`src/hw/rtl/nrep_ram.sv`:
```
`timescale 1ns / 1ps
// ----------------------------------------------------------------------------
// nrep_ram
// generic single port ram with registered read
// ----------------------------------------------------------------------------
module nrep_ram #(
  parameter int WIDTH = 8,
  parameter int DEPTH = 16
) (
  input  logic                     clk,
  input  logic                     we,
  input  logic [$clog2(DEPTH)-1:0] addr,
  input  logic [WIDTH-1:0]         wdata,
  output logic [WIDTH-1:0]         rdata
);
  logic [WIDTH-1:0] mem [DEPTH];

  always_ff @(posedge clk) begin
    if (we) begin
      mem[addr] <= wdata;
    end
    rdata <= mem[addr];
  end
endmodule

```
`config.mk`:
```
export PLATFORM = sky130hd
export DESIGN_NAME = nrep_ram
export DESIGN_NICKNAME = d
export VERILOG_FILES = /design/src/hw/rtl/nrep_ram.sv
export SDC_FILE = /design/constraint.sdc
export NUM_CORES = 1
export LEC_CHECK = 0
export BUFFER_PORTS_ARGS = -buffer_cell sky130_fd_sc_hd__buf_2
export CAP_MARGIN = 20
export CORE_UTILIZATION = 60
export CTS_CLUSTER_DIAMETER = 100
export CTS_CLUSTER_SIZE = 25
export DETAILED_ROUTE_END_ITERATION = 10
export GPL_TIMING_DRIVEN = 1
export HOLD_SLACK_MARGIN = 0.08
export PLACE_DENSITY = 0.76
export SYNTH_ARGS = -nofsm -noshare
export SYNTH_HDL_FRONTEND = slang
export SYNTH_SLANG_ARGS = --single-unit
```
`constraint.sdc`:
```
create_clock -name clk -period 2.4 [get_ports clk]
set_input_delay 0.48 -clock clk [delete_from_list [all_inputs] [get_ports clk]]
set_output_delay 0.48 -clock clk [all_outputs]
set_load 0.03 [all_outputs]
```
==> impl_metrics.env <==
export IMPL_status="finished, final reports clean"
export IMPL_vias=2456
export IMPL_yosys_warnings=0
export IMPL_hp_class="in -> reg"
export IMPL_antenna_left=0
export IMPL_grt_max_degree=25
export IMPL_die_w_um=93.9
export IMPL_cts_made_buffers=17
export IMPL_cts_max_path_buffers=2
export IMPL_switching_power_mw=1.09
export IMPL_gr_total_overflow=0
export IMPL_hold_viol_final=0
export IMPL_crit_path_end_kind="output pin"
export IMPL_drt_first_pass_iters=5
export IMPL_port_buffers=21
export IMPL_clock_skew_ps=3.93
export IMPL_final_max_slew_viol_count=0
export IMPL_cts_hold_buf=0
export IMPL_vias_per_cell=6.17
export IMPL_nFillCells=468
export IMPL_p_leak_nw=2.04
export IMPL_hold_start="wdata[2]"
export IMPL_timing_rr_start="mem[0][6]"
export IMPL_syn_nets=244
export IMPL_initialDrtViolationCount=220
export IMPL_cts_sinks=136
export IMPL_peakVddDrop_mv=0.545
export IMPL_internal_power_mw=4.55
export IMPL_syn_inst=230
export IMPL_worst_path_buf_inv=1
export IMPL_clk_latency_ps=520
export IMPL_synth_area_per_cell_um2=22.0
export IMPL_drc=0
export IMPL_start_util=0.620
export IMPL_die_h_um=93.9
export IMPL_yosysSeqAreaShare=0.790
export IMPL_grt_pass1_vias=2529
export IMPL_final_seq_area_um2=4000
export IMPL_holdWs_ps=347
export IMPL_start_kind="register"
export IMPL_period_minus_slack_ps=1580
export IMPL_yosys_cell_types_count=18
export IMPL_wirelength_mm=9.44
export IMPL_core_area_um2=8180
export IMPL_power_frac_seq=0.474
export IMPL_htree_levels=4
export IMPL_drive_above_1_share=0.355
export IMPL_required_ps=1920
export IMPL_path_clk_slew_ps=60
export IMPL_root_buffer="clkbuf_8"
export IMPL_routabilityCongestion=0.775
export IMPL_io_pins=22
export IMPL_switching_share=0.193
export IMPL_p_per_area_nw_per_um2=932
export IMPL_critPathSlowestCell="dfxtp_1"
export IMPL_clkPwrFrac=0.477
export IMPL_antenna_cells=0
export IMPL_worst_ep_arrival_time_ps=1100
export IMPL_rsz0062_at_grt="false"
export IMPL_num_nets_final=294
export IMPL_cts_setup_buffers=0
export IMPL_fin_crit_sh=0.658
export IMPL_antenna_found_initial=0
export IMPL_worst_path_max_fanout=1
export IMPL_rows=33
export IMPL_cts_resized=0
export IMPL_relSlewSlack=0.614
export IMPL_combPwrFrac=0.049
export IMPL_area_growth_pct=19.4
export IMPL_crit_type="reg -> out"
export IMPL_cts_tree="yes"
export IMPL_setup_viol=0
export IMPL_ys_ff_latch=136
export IMPL_maxCapViolCount=0
export IMPL_multi_input_area_um2=1000
export IMPL_grtUsageTotal=0.248
export IMPL_final_setup_tns_ps=0
export IMPL_die_area_um2=8820
export IMPL_dp_hpwl_mm=5.76
export IMPL_grt_first_pass_wirelength_mm=14.5
export IMPL_tightestPinTransition_ps=578
export IMPL_cp_cell_sequence="buf_2"
export IMPL_syn_cell_area_um2=5070
export IMPL_fmax_ghz=0.633
export IMPL_cpLargestDelayFamily="flip-flops"
export IMPL_detail_route_wl_per_cell_um=23.7
export IMPL_crit_path_start="rdata[2]"
export IMPL_cp_slowest_stage_delay_ps=370
kinds of logic after synthesis:
family          count (synthesis)  synth area share
simple gates                   35            0.0321
flops                         136             0.790
compound gates                 16            0.0237
buf+inv                        11            0.0119
mux                            32             0.142
layer usage:
layer  up-vias  track usage  wire length [um]
met5         -            0                 0
met4         0        0.117               148
met3        16       0.0615               610
met2       112        0.400              4890
met1      1264        0.320              3790
li1       1064            -                 -
through the flow:
step           setup slack, ps  cell area (um2)  power, mW   util  std cells
2_1_floorplan              427             5070       2.89      -        230
3_3_place_gp               400             5430       2.99  0.664        366
3_5_place_dp               370             5430       3.00  0.664        366
4_1_cts                    798             6050       5.67  0.740        398
5_1_grt                    791             6050       5.79  0.740        398
6_report                   821             6050       5.64  0.740        398
worst paths after layout:
kind / end / slack [ps] / cells past startpoint
max: rdata[2] / 820 / 1
min: mem[6][2] / 350 / 1
max reg2reg: rdata[6] / 1030 / 3
min reg2reg: rdata[1] / 680 / 3
registers in the layout, summed over array words and instances (netlist names):
signal  flops
rdata       8
mem       128
Yosys cell counts:
master	number	area (um2)
buf_6	2	22.5
nor2b_1	2	12.5
dfxtp_1	8	160
clkbuf_1	2	7.51
buf_1	4	15.0
edfxtp_1	128	3840
or3b_2	1	8.76
mux4_2	32	721
nand2_1	9	33.8
clkbuf_2	1	5.00
buf_2	2	10.0
nand2b_1	2	12.5
nor3_1	4	20.0
nand3b_1	2	15.0
a22oi_1	16	120
nand3_1	1	5.00
nor2_1	13	48.8
and2_1	1	6.26
area by class of cell:
class | instances | share of cell area
Sequential cell | 136 | 0.662
Multi-Input combinational cell | 83 | 0.166
Clock buffer | 19 | 0.0697
Timing Repair Buffer | 42 | 0.0476
Clock inverter | 13 | 0.0333
Tap cell | 105 | 0.0217
cells in the final DEF, fill, tap and decap left out, types with 2 or more instances in the layout:
cell type	Yosys	layout
a22oi_1	16	16
buf_4	0	19
dfxtp_1	8	8
nor2b_1	2	2
clkinvlp_4	0	2
nand3b_1	2	2
edfxtp_1	128	128
nor3_1	4	4
mux4_2	32	32
bufinv_16	0	5
clkbuf_16	0	16
nor2_1	13	13
buf_12	0	2
clkbuf_1	2	2
clkinv_2	0	3
nand2_1	9	9
nand2b_1	2	2
buf_2	2	21
power by group through the flow:
stage | logic [mW] | registers [mW] | clock network (mW)
3_3_place_gp | 0.268 | 2.72 | 0
3_5_place_dp | 0.274 | 2.72 | 0
6_report | 0.275 | 2.67 | 2.69
4_1_cts | 0.278 | 2.68 | 2.72
2_1_floorplan | 0.137 | 2.75 | 0
5_1_grt | 0.297 | 2.68 | 2.81
No activity file was read; power rests on OpenSTA's default activity.
