$ cat config.mk
export PLATFORM = sky130hd
export DESIGN_NAME = nrep_scan
export DESIGN_NICKNAME = d
export VERILOG_FILES = /design/src/hw/rtl/nrep_pkg.sv /design/src/hw/rtl/nrep_scan.sv
export SDC_FILE = /design/constraint.sdc
export NUM_CORES = 1
export LEC_CHECK = 0
export ABC_CLOCK_PERIOD_IN_PS = 1590
export BUFFER_PORTS_ARGS = -buffer_cell sky130_fd_sc_hd__buf_4
export CAP_MARGIN = 20
export CORE_AREA = 2 2 39 41
export CTS_BUF_LIST = sky130_fd_sc_hd__clkbuf_4
export DETAILED_ROUTE_END_ITERATION = 7
export DIE_AREA = 0 0 41 43
export GPL_TIMING_DRIVEN = 0
export PLACE_DENSITY = 0.69
export SYNTH_ARGS = -nofsm -noshare
export SYNTH_HDL_FRONTEND = slang
export SYNTH_SLANG_ARGS = --single-unit
$ cat constraint.sdc
create_clock -name clk -period 1.59 [get_ports clk]
set_input_delay 0.318 -clock clk [delete_from_list [all_inputs] [get_ports clk]]
set_output_delay 0.318 -clock clk [all_outputs]
set_load 0.02 [all_outputs]
$ cat src/hw/rtl/nrep_pkg.sv
`timescale 1ns / 1ps
// ----------------------------------------------------------------------------
// nrep_pkg
// shared types and constants of the nested region event profiler
// ----------------------------------------------------------------------------
package nrep_pkg;

  localparam logic [2:0] FN_BEGIN   = 3'd0;
  localparam logic [2:0] FN_END     = 3'd1;
  localparam logic [2:0] FN_ALLOC   = 3'd2;
  localparam logic [2:0] FN_DEALLOC = 3'd3;
  localparam logic [2:0] FN_COPY    = 3'd4;
  localparam logic [2:0] FN_RDREC   = 3'd5;
  localparam logic [2:0] FN_RDCNT   = 3'd6;

  localparam logic [7:0] CAT_ALLOC    = 8'd1;
  localparam logic [7:0] CAT_DEALLOC  = 8'd2;
  localparam logic [7:0] CAT_COPY     = 8'd3;
  localparam logic [7:0] CAT_PARALLEL = 8'd4;

  localparam logic [1:0] ST_OK   = 2'd0;
  localparam logic [1:0] ST_NEST = 2'd1;
  localparam logic [1:0] ST_FULL = 2'd2;
  localparam logic [1:0] ST_BAD  = 2'd3;

  localparam logic [3:0] C_AEV  = 4'd0;
  localparam logic [3:0] C_ABY  = 4'd1;
  localparam logic [3:0] C_DEV  = 4'd2;
  localparam logic [3:0] C_DBY  = 4'd3;
  localparam logic [3:0] C_CEV  = 4'd4;
  localparam logic [3:0] C_CBY  = 4'd5;
  localparam logic [3:0] C_PAR  = 4'd6;
  localparam logic [3:0] C_LIVE = 4'd7;
  localparam logic [3:0] C_PEAK = 4'd8;
  localparam logic [3:0] C_MIS  = 4'd9;
  localparam logic [3:0] C_TOP  = 4'd10;
  localparam logic [3:0] C_ROVF = 4'd11;
  localparam logic [3:0] C_BOVF = 4'd12;

  typedef struct packed {
    logic [2:0]  func;
    logic [63:0] event_id;
    logic [7:0]  event_category;
    logic [63:0] timestamp_ns;
    logic signed [63:0] byte_count;
    logic [11:0] read_index;
    logic [3:0]  counter_select;
  } nrep_in_t;

  typedef struct packed {
    logic [1:0]  status;
    logic [11:0] slot;
    logic [63:0] entry_id;
    logic [7:0]  entry_category;
    logic [63:0] entry_calls;
    logic [63:0] entry_inclusive_ns;
    logic [63:0] entry_exclusive_ns;
    logic        entry_exclusive_known;
    logic [63:0] counter_value;
    logic        counter_known;
    logic [12:0] records_used;
    logic [7:0]  nesting_depth;
  } nrep_out_t;

  // one record row as stored
  typedef struct packed {
    logic [63:0] id;
    logic [7:0]  cat;
    logic [63:0] calls;
    logic [63:0] incl;
    logic [63:0] excl;
    logic        known;
  } nrep_rec_t;

  typedef struct packed {
    logic [63:0] id;
    logic [63:0] bytes;
    logic [63:0] active;
  } nrep_buf_t;

  // frame row: id, start, child, valid, record slot, category
  typedef struct packed {
    logic [63:0] id;
    logic [63:0] start;
    logic [63:0] child;
    logic        valid;
    logic [15:0] rec;
    logic [7:0]  cat;
  } nrep_frame_t;

  // search request / answer between the control and a search unit
  typedef struct packed {
    logic go;
  } nrep_srch_req_t;

  typedef struct packed {
    logic done;
    logic hit;
  } nrep_srch_rsp_t;

endpackage

$ cat src/hw/rtl/nrep_scan.sv
`timescale 1ns / 1ps
// ----------------------------------------------------------------------------
// nrep_scan
// linear search address sequencer over a filled table
// ----------------------------------------------------------------------------
module nrep_scan
  import nrep_pkg::*;
#(
  parameter int DEPTH = 16
) (
  input  logic                     clk,
  input  logic                     rst,
  input  nrep_srch_req_t           req,
  input  logic [$clog2(DEPTH):0]   used,
  input  logic                     match,
  output logic [$clog2(DEPTH)-1:0] addr,
  output nrep_srch_rsp_t           rsp
);
  localparam int AW = $clog2(DEPTH);

  logic [AW:0] idx;
  logic        run;
  logic        chk;

  // address idx is read now, data compared next cycle at idx-1
  always_ff @(posedge clk) begin
    if (rst) begin
      run <= 1'b0;
      chk <= 1'b0;
      rsp <= '0;
      idx <= '0;
    end else begin
      rsp <= '0;
      if (req.go) begin
        idx <= '0;
        chk <= 1'b0;
        if (used == '0) begin
          rsp.done <= 1'b1;
          run      <= 1'b0;
        end else begin
          run <= 1'b1;
        end
      end else if (run) begin
        if (chk && match) begin
          run      <= 1'b0;
          chk      <= 1'b0;
          rsp.done <= 1'b1;
          rsp.hit  <= 1'b1;
          idx      <= idx - 1'b1;
        end else if (idx == used) begin
          run      <= 1'b0;
          chk      <= 1'b0;
          rsp.done <= 1'b1;
        end else begin
          idx <= idx + 1'b1;
          chk <= 1'b1;
        end
      end
    end
  end

  assign addr = idx[AW-1:0];
endmodule

==> results of run 1 <==
[layer usage]
layer	GRT usage	share of wire
met1	0.2320	0.41
met5	0	0
met2	0.3000	0.51
met3	0.03141	0.049
met4	0.1400	0.037
[sequential cells by signal (all words and copies together) (netlist names)]
signal	count
run	1
idx	5
rsp	2
chk	1
[metrics by stage]
step / area (um2) / instances / total power (uW) / utilization
global route: 760.7 / 102 / 547.7 / 0.5497
detailed placement: 689.4 / 96 / 318.3 / 0.4982
CTS: 732.0 / 99 / 519.8 / 0.5289
global placement: 689.4 / 96 / 315.9 / 0.4982
finish: 760.7 / 102 / 524.7 / 0.5497
floorplan: 564.3 / 66 / 285.6 / -
[kinds of logic after synthesis]
logic type | Yosys count | share of synthesized area
xor+xnor | 9 | 0.1397
flops | 9 | 0.3193
simple gates | 24 | 0.2306
buf+inv | 7 | 0.07539
fa+ha+maj | 2 | 0.04434
compound gates | 14 | 0.1729
mux | 1 | 0.01774
[cell usage in the layout (no fill, tap or decap), types with 2 or more instances in the layout]
| cell type | synthesis | final |
|---|---|---|
| nand2b_1 | 2 | 2 |
| o211ai_1 | 2 | 2 |
| xor2_1 | 2 | 2 |
| nand2_1 | 4 | 3 |
| xnor2_1 | 7 | 7 |
| nand3_1 | 3 | 3 |
| nor2_1 | 7 | 7 |
| o21ai_0 | 3 | 3 |
| buf_4 | 4 | 21 |
| dfxtp_2 | 0 | 2 |
| dfxtp_1 | 9 | 7 |
| a21oi_1 | 3 | 3 |
| clkbuf_4 | 0 | 4 |
| or4_1 | 2 | 2 |
[what timing repair did]
item	CTS	global route
setup buffers	0	3
setup endpoints to repair	2	2
pin swaps	2	5
hold buffers	0	0
resized for setup	6	1
[where the power goes]
| group | switching (uW) | leakage, uW | internal [uW] |
|---|---|---|---|
| clock network | 91.4 | 0.0000184 | 114 |
| logic | 39.1 | 0.000242 | 39.7 |
| registers | 8.81 | 0.0000741 | 231 |
| total | 139 | 0.000334 | 385 |
[final timing paths]
path               startpoint                  end  slack, ns  cells past startpoint
max          chk$_SDFFE_PP0P_  idx[4]$_SDFFE_PP0P_      -0.07                      8
max reg2reg  chk$_SDFFE_PP0P_  idx[4]$_SDFFE_PP0P_      -0.07                      8
min reg2reg  chk$_SDFFE_PP0P_     chk$_SDFFE_PP0P_       0.49                      2
min                       rst       run$_SDFF_PP0_       0.22                      2
[cell type report]
class                           instances  area share
Multi-Input combinational cell         50      0.4770
Sequential cell                         9      0.2401
Timing Repair Buffer                   17      0.1678
Clock buffer                            4     0.03947
Buffer                                  4     0.03947
Tap cell                               16     0.02632
Inverter                                2    0.009868
==> results.yml, run 1 <==
die:
  fp.dieArea_mm2: 0.001763
  row_count: 14
  initial_core_util: 0.4078
  io-pin-count: 15
  die_w_um: 41
  core_mm2: 0.001384
  fp.dieH_um: 43
finish:
  nFillCells: 132
  areaGrowthSynthToFinish_pct: 34.81
  drive_gt1_frac: 0.4186
  n_antenna_cell: 0
  multi_input_area_um2: 362.8
  final_nets: 98
  seq_area_um2: 182.7
detailed_routing:
  drt_iter0_drc: 8
  via_per_inst: 5.431
  routed-via-count: 554
  drtPass1Iterations: 4
  wirelength_um: 1273
  drc: 0
  wl_per_cell_um: 12.48
  ant_nets: 0
logic_synthesis:
  syn_area_per_cell_um2: 8.550
  ys_types: 28
  yosysMostFrequentCell: "dfxtp_1"
  synthArstFlopShare: 0
  synth_cells: 66
  synth_ff_type: "dfxtp_1"
  synth_top_area_share: 0.3193
  synth-edff-count: 0
  synth_fp_nets: 77
  yosysTopAreaCell: "dfxtp_1"
  synth_area_leaders: "dfxtp_1, xnor2_1, buf_4"
  ys_ff_latch: 9
  yosysSeqAreaShare: 0.3193
  synth.top_cells.by_count: "dfxtp_1, nor2_1, xnor2_1"
  ys_warn_count: 0
  synth_area_um2: 564.3
sta:
  worst_pin_slew_ns: 0.3425
  rsz0062_at_grt: "true"
  timing.hold.ws_ns: 0.2207
  fin_ws_ns: -0.06578
  finalSetupViolCount: 1
  fmax_ghz: 0.6039
  clock_skew_ns: 0.005151
  finalHoldViolCount: 0
  post-route-min-period_ns: 1.656
  report.final.slew_viol_count: 0
  fin_setup_tns_ns: -0.06578
  post-route-period-util: 1.041
  slew_headroom: 0.7708
grt:
  grt.total_usage: 0.1958
  grt_max_degree: 9
  grt_overflow: 0
  antenna_found_initial: 0
  grt_pass1_wl_um: 2277
  grt_pass1_vias: 539
placement:
  dp.final_hpwl_um: 924.1
  post-place-ws_ns: -0.3204
  port_buffers: 14
  gp_congestion: 0.8587
worst_setup_path:
  cp-start-kind: "flip-flop"
  worstPathRequired_ns: 1.76
  cp-end-kind: "flip-flop"
  critPathTopFamily: "compound AO/OA/AOI/OAI gates"
  arrival_ns: 1.82
  crit_fanout: 7
  crit_buf_inv: 0
  worstPathCellList: "nand2_4, xnor2_1, ha_2, o31a_1, nor3_2, o221ai_2, xor2_1, nor2_1"
  cpMaxStageDelayCell: "dfxtp_2"
  max_stage_delay_ns: 0.35
  crit_type: "flip-flop to flip-flop"
pwr:
  vdd_drop_max_mv: 0.3615
  p_per_area_mw_per_mm2: 689.7
  p_leak_uw: 0.0003340
outcome:
  violations: "negative setup slack"
  outcome: "finished with violations"
clock_network:
  path_clk_slew_ns: 0.06
  cts_max_level: 1
  root_buffer: "clkbuf_4"
  clk_path_buf_depth: 2
  cts_buffers: 3
  cts_tree: "yes"
  clock_latency_ns: 0.27
  cts.sinks: 9
run:
  cap_viol_max_count: 0
hold_path:
  hp-class: "input pin to flip-flop"
No activity file was read; power rests on OpenSTA's default activity.
==> run 2: changes to the inputs <==
--- a/config.mk
+++ b/config.mk
@@ -14,6 +14,7 @@
 export DIE_AREA = 0 0 41 43
 export GPL_TIMING_DRIVEN = 0
 export PLACE_DENSITY = 0.69
+export SKIP_CTS_REPAIR_TIMING = 1
 export SYNTH_ARGS = -nofsm -noshare
 export SYNTH_HDL_FRONTEND = slang
 export SYNTH_SLANG_ARGS = --single-unit
==> results.yml, run 2 (synthesis gave the netlist of run 1 again) <==
outcome:
  outcome: "finished with violations"
  violations: "negative setup slack"
clock_network:
  cts_buffers: 3
  cts.sinks: 9
  cts_tree: "yes"
  clock_latency_ns: 0.27
  root_buffer: "clkbuf_4"
  cts_max_level: 1
  path_clk_slew_ns: 0.06
  clk_path_buf_depth: 2
finish:
  nFillCells: 132
  fin_util: 0.5705
  final_cell_mix: "buf_4, dfxtp_1, xnor2_1, nor2_1, clkbuf_4"
  final_common_cell: "buf_4"
  areaGrowthSynthToFinish_pct: 39.91
  multi_input_area_um2: 372.9
  final_nets: 100
  drive_gt1_frac: 0.4545
  reg_top3: "idx x5, rsp x2"
  design_area_um2: 789.5
  largest_reg_flops: 5
  n_antenna_cell: 0
  layoutNonFillerInstCount: 104
  seq_area_um2: 182.7
  top_register: "idx"
pwr:
  power_switching_uw: 140.2
  p_int_uw: 386.9
  vdd_drop_max_mv: 0.3576
  power_switching_share: 0.2659
  power_uw: 527.1
  p_leak_uw: 0.0003483
  pwr-share-comb: 0.156
  power.share.clock: 0.389
  p_per_area_mw_per_mm2: 667.6
  power_frac_seq: 0.455
worst_setup_path:
  crit_type: "flip-flop to flip-flop"
  arrival_ns: 1.91
  crit_fanout: 5
  cp-start-kind: "flip-flop"
  critPathTopFamily: "compound AO/OA/AOI/OAI gates"
  max_stage_delay_ns: 0.32
  worstPathCellList: "buf_6, xnor2_2, ha_2, o31a_1, nor3_2, o221ai_2, xor2_1, nor2_1"
  cp-end-kind: "flip-flop"
  cpMaxStageDelayCell: "dfxtp_2"
  crit_buf_inv: 1
  worstPathRequired_ns: 1.76
sta:
  fin_setup_tns_ns: -0.2264
  rsz0062_at_grt: "true"
  report.final.slew_viol_count: 0
  post-route-period-util: 1.097
  clock_skew_ns: 0.003718
  finalHoldViolCount: 0
  fin_ws_ns: -0.1536
  finalSetupViolCount: 2
  post-route-min-period_ns: 1.744
  worst_pin_slew_ns: 0.3572
  slew_headroom: 0.7610
  fmax_ghz: 0.5735
die:
  initial_core_util: 0.4078
  fp.dieH_um: 43
  row_count: 14
  die_w_um: 41
  fp.dieArea_mm2: 0.001763
  io-pin-count: 15
  core_mm2: 0.001384
detailed_routing:
  wl_per_cell_um: 13.22
  drt_iter0_drc: 7
  routed-via-count: 568
  ant_nets: 0
  wirelength_um: 1375
  via_per_inst: 5.462
  drtPass1Iterations: 4
  drc: 0
grt:
  antenna_found_initial: 0
  grt_max_degree: 9
  grt_pass1_vias: 524
  grt.total_usage: 0.1897
  grt_pass1_wl_um: 2194
  grt_overflow: 0
run:
  cap_viol_max_count: 0
placement:
  dp.final_hpwl_um: 924.1
  placed_cells_incl_taps: 96
  port_buffers: 14
  gp_congestion: 0.8587
  place_area_um2: 689.4
hold_path:
  hp-class: "input pin to flip-flop"
-- run 2: worst paths after layout --
| kind | endpoint | start | cells past startpoint | slack, ns |
|---|---|---|---|---|
| worst max register to register | idx[4]$_SDFFE_PP0P_ | idx[1]$_SDFFE_PP0P_ | 8 | -0.15 |
| worst max-delay path | idx[4]$_SDFFE_PP0P_ | idx[1]$_SDFFE_PP0P_ | 8 | -0.15 |
| worst min register to register | chk$_SDFFE_PP0P_ | chk$_SDFFE_PP0P_ | 2 | 0.50 |
| worst min-delay path | run$_SDFF_PP0_ | rst | 2 | 0.22 |
-- run 2: routing by layer --
metal | GRT usage | share of wire | routed length (um) | vias to the layer above
met5 | 0 | 0 | 0 | -
met2 | 0.2938 | 0.53 | 728 | 20
met1 | 0.2190 | 0.39 | 532 | 269
met4 | 0.1400 | 0.034 | 47 | 0
li1 | - | - | - | 274
met3 | 0.03141 | 0.048 | 66 | 5
-- run 2: final cells by class --
| type | instances | share of cell area |
|---|---|---|
| flip-flops and latches | 9 | 0.2314 |
| well taps | 16 | 0.02536 |
| plain buffers | 5 | 0.05230 |
| multi-input cells | 50 | 0.4723 |
| inverters | 2 | 0.009509 |
| repair buffers | 18 | 0.1712 |
| clock buffers | 4 | 0.03803 |
-- run 2: power by group through the flow --
stage	logic [uW]	clock network (uW)	registers, uW
finish	82.2	205	240
detailed placement	75.0	0	243
floorplan	42.6	0	243
CTS	75.2	204	238
global placement	72.8	0	243
global route	89.6	220	241
-- run 2: per-stage QoR --
stage | hold WS, ns | setup slack, ns
2_1_floorplan | 0.3871 | 0.003727
3_3_place_gp | 0.4622 | -0.2811
3_5_place_dp | 0.4639 | -0.3204
4_1_cts | 0.2246 | -0.2546
5_1_grt | 0.2396 | -0.2614
6_report | 0.2198 | -0.1536
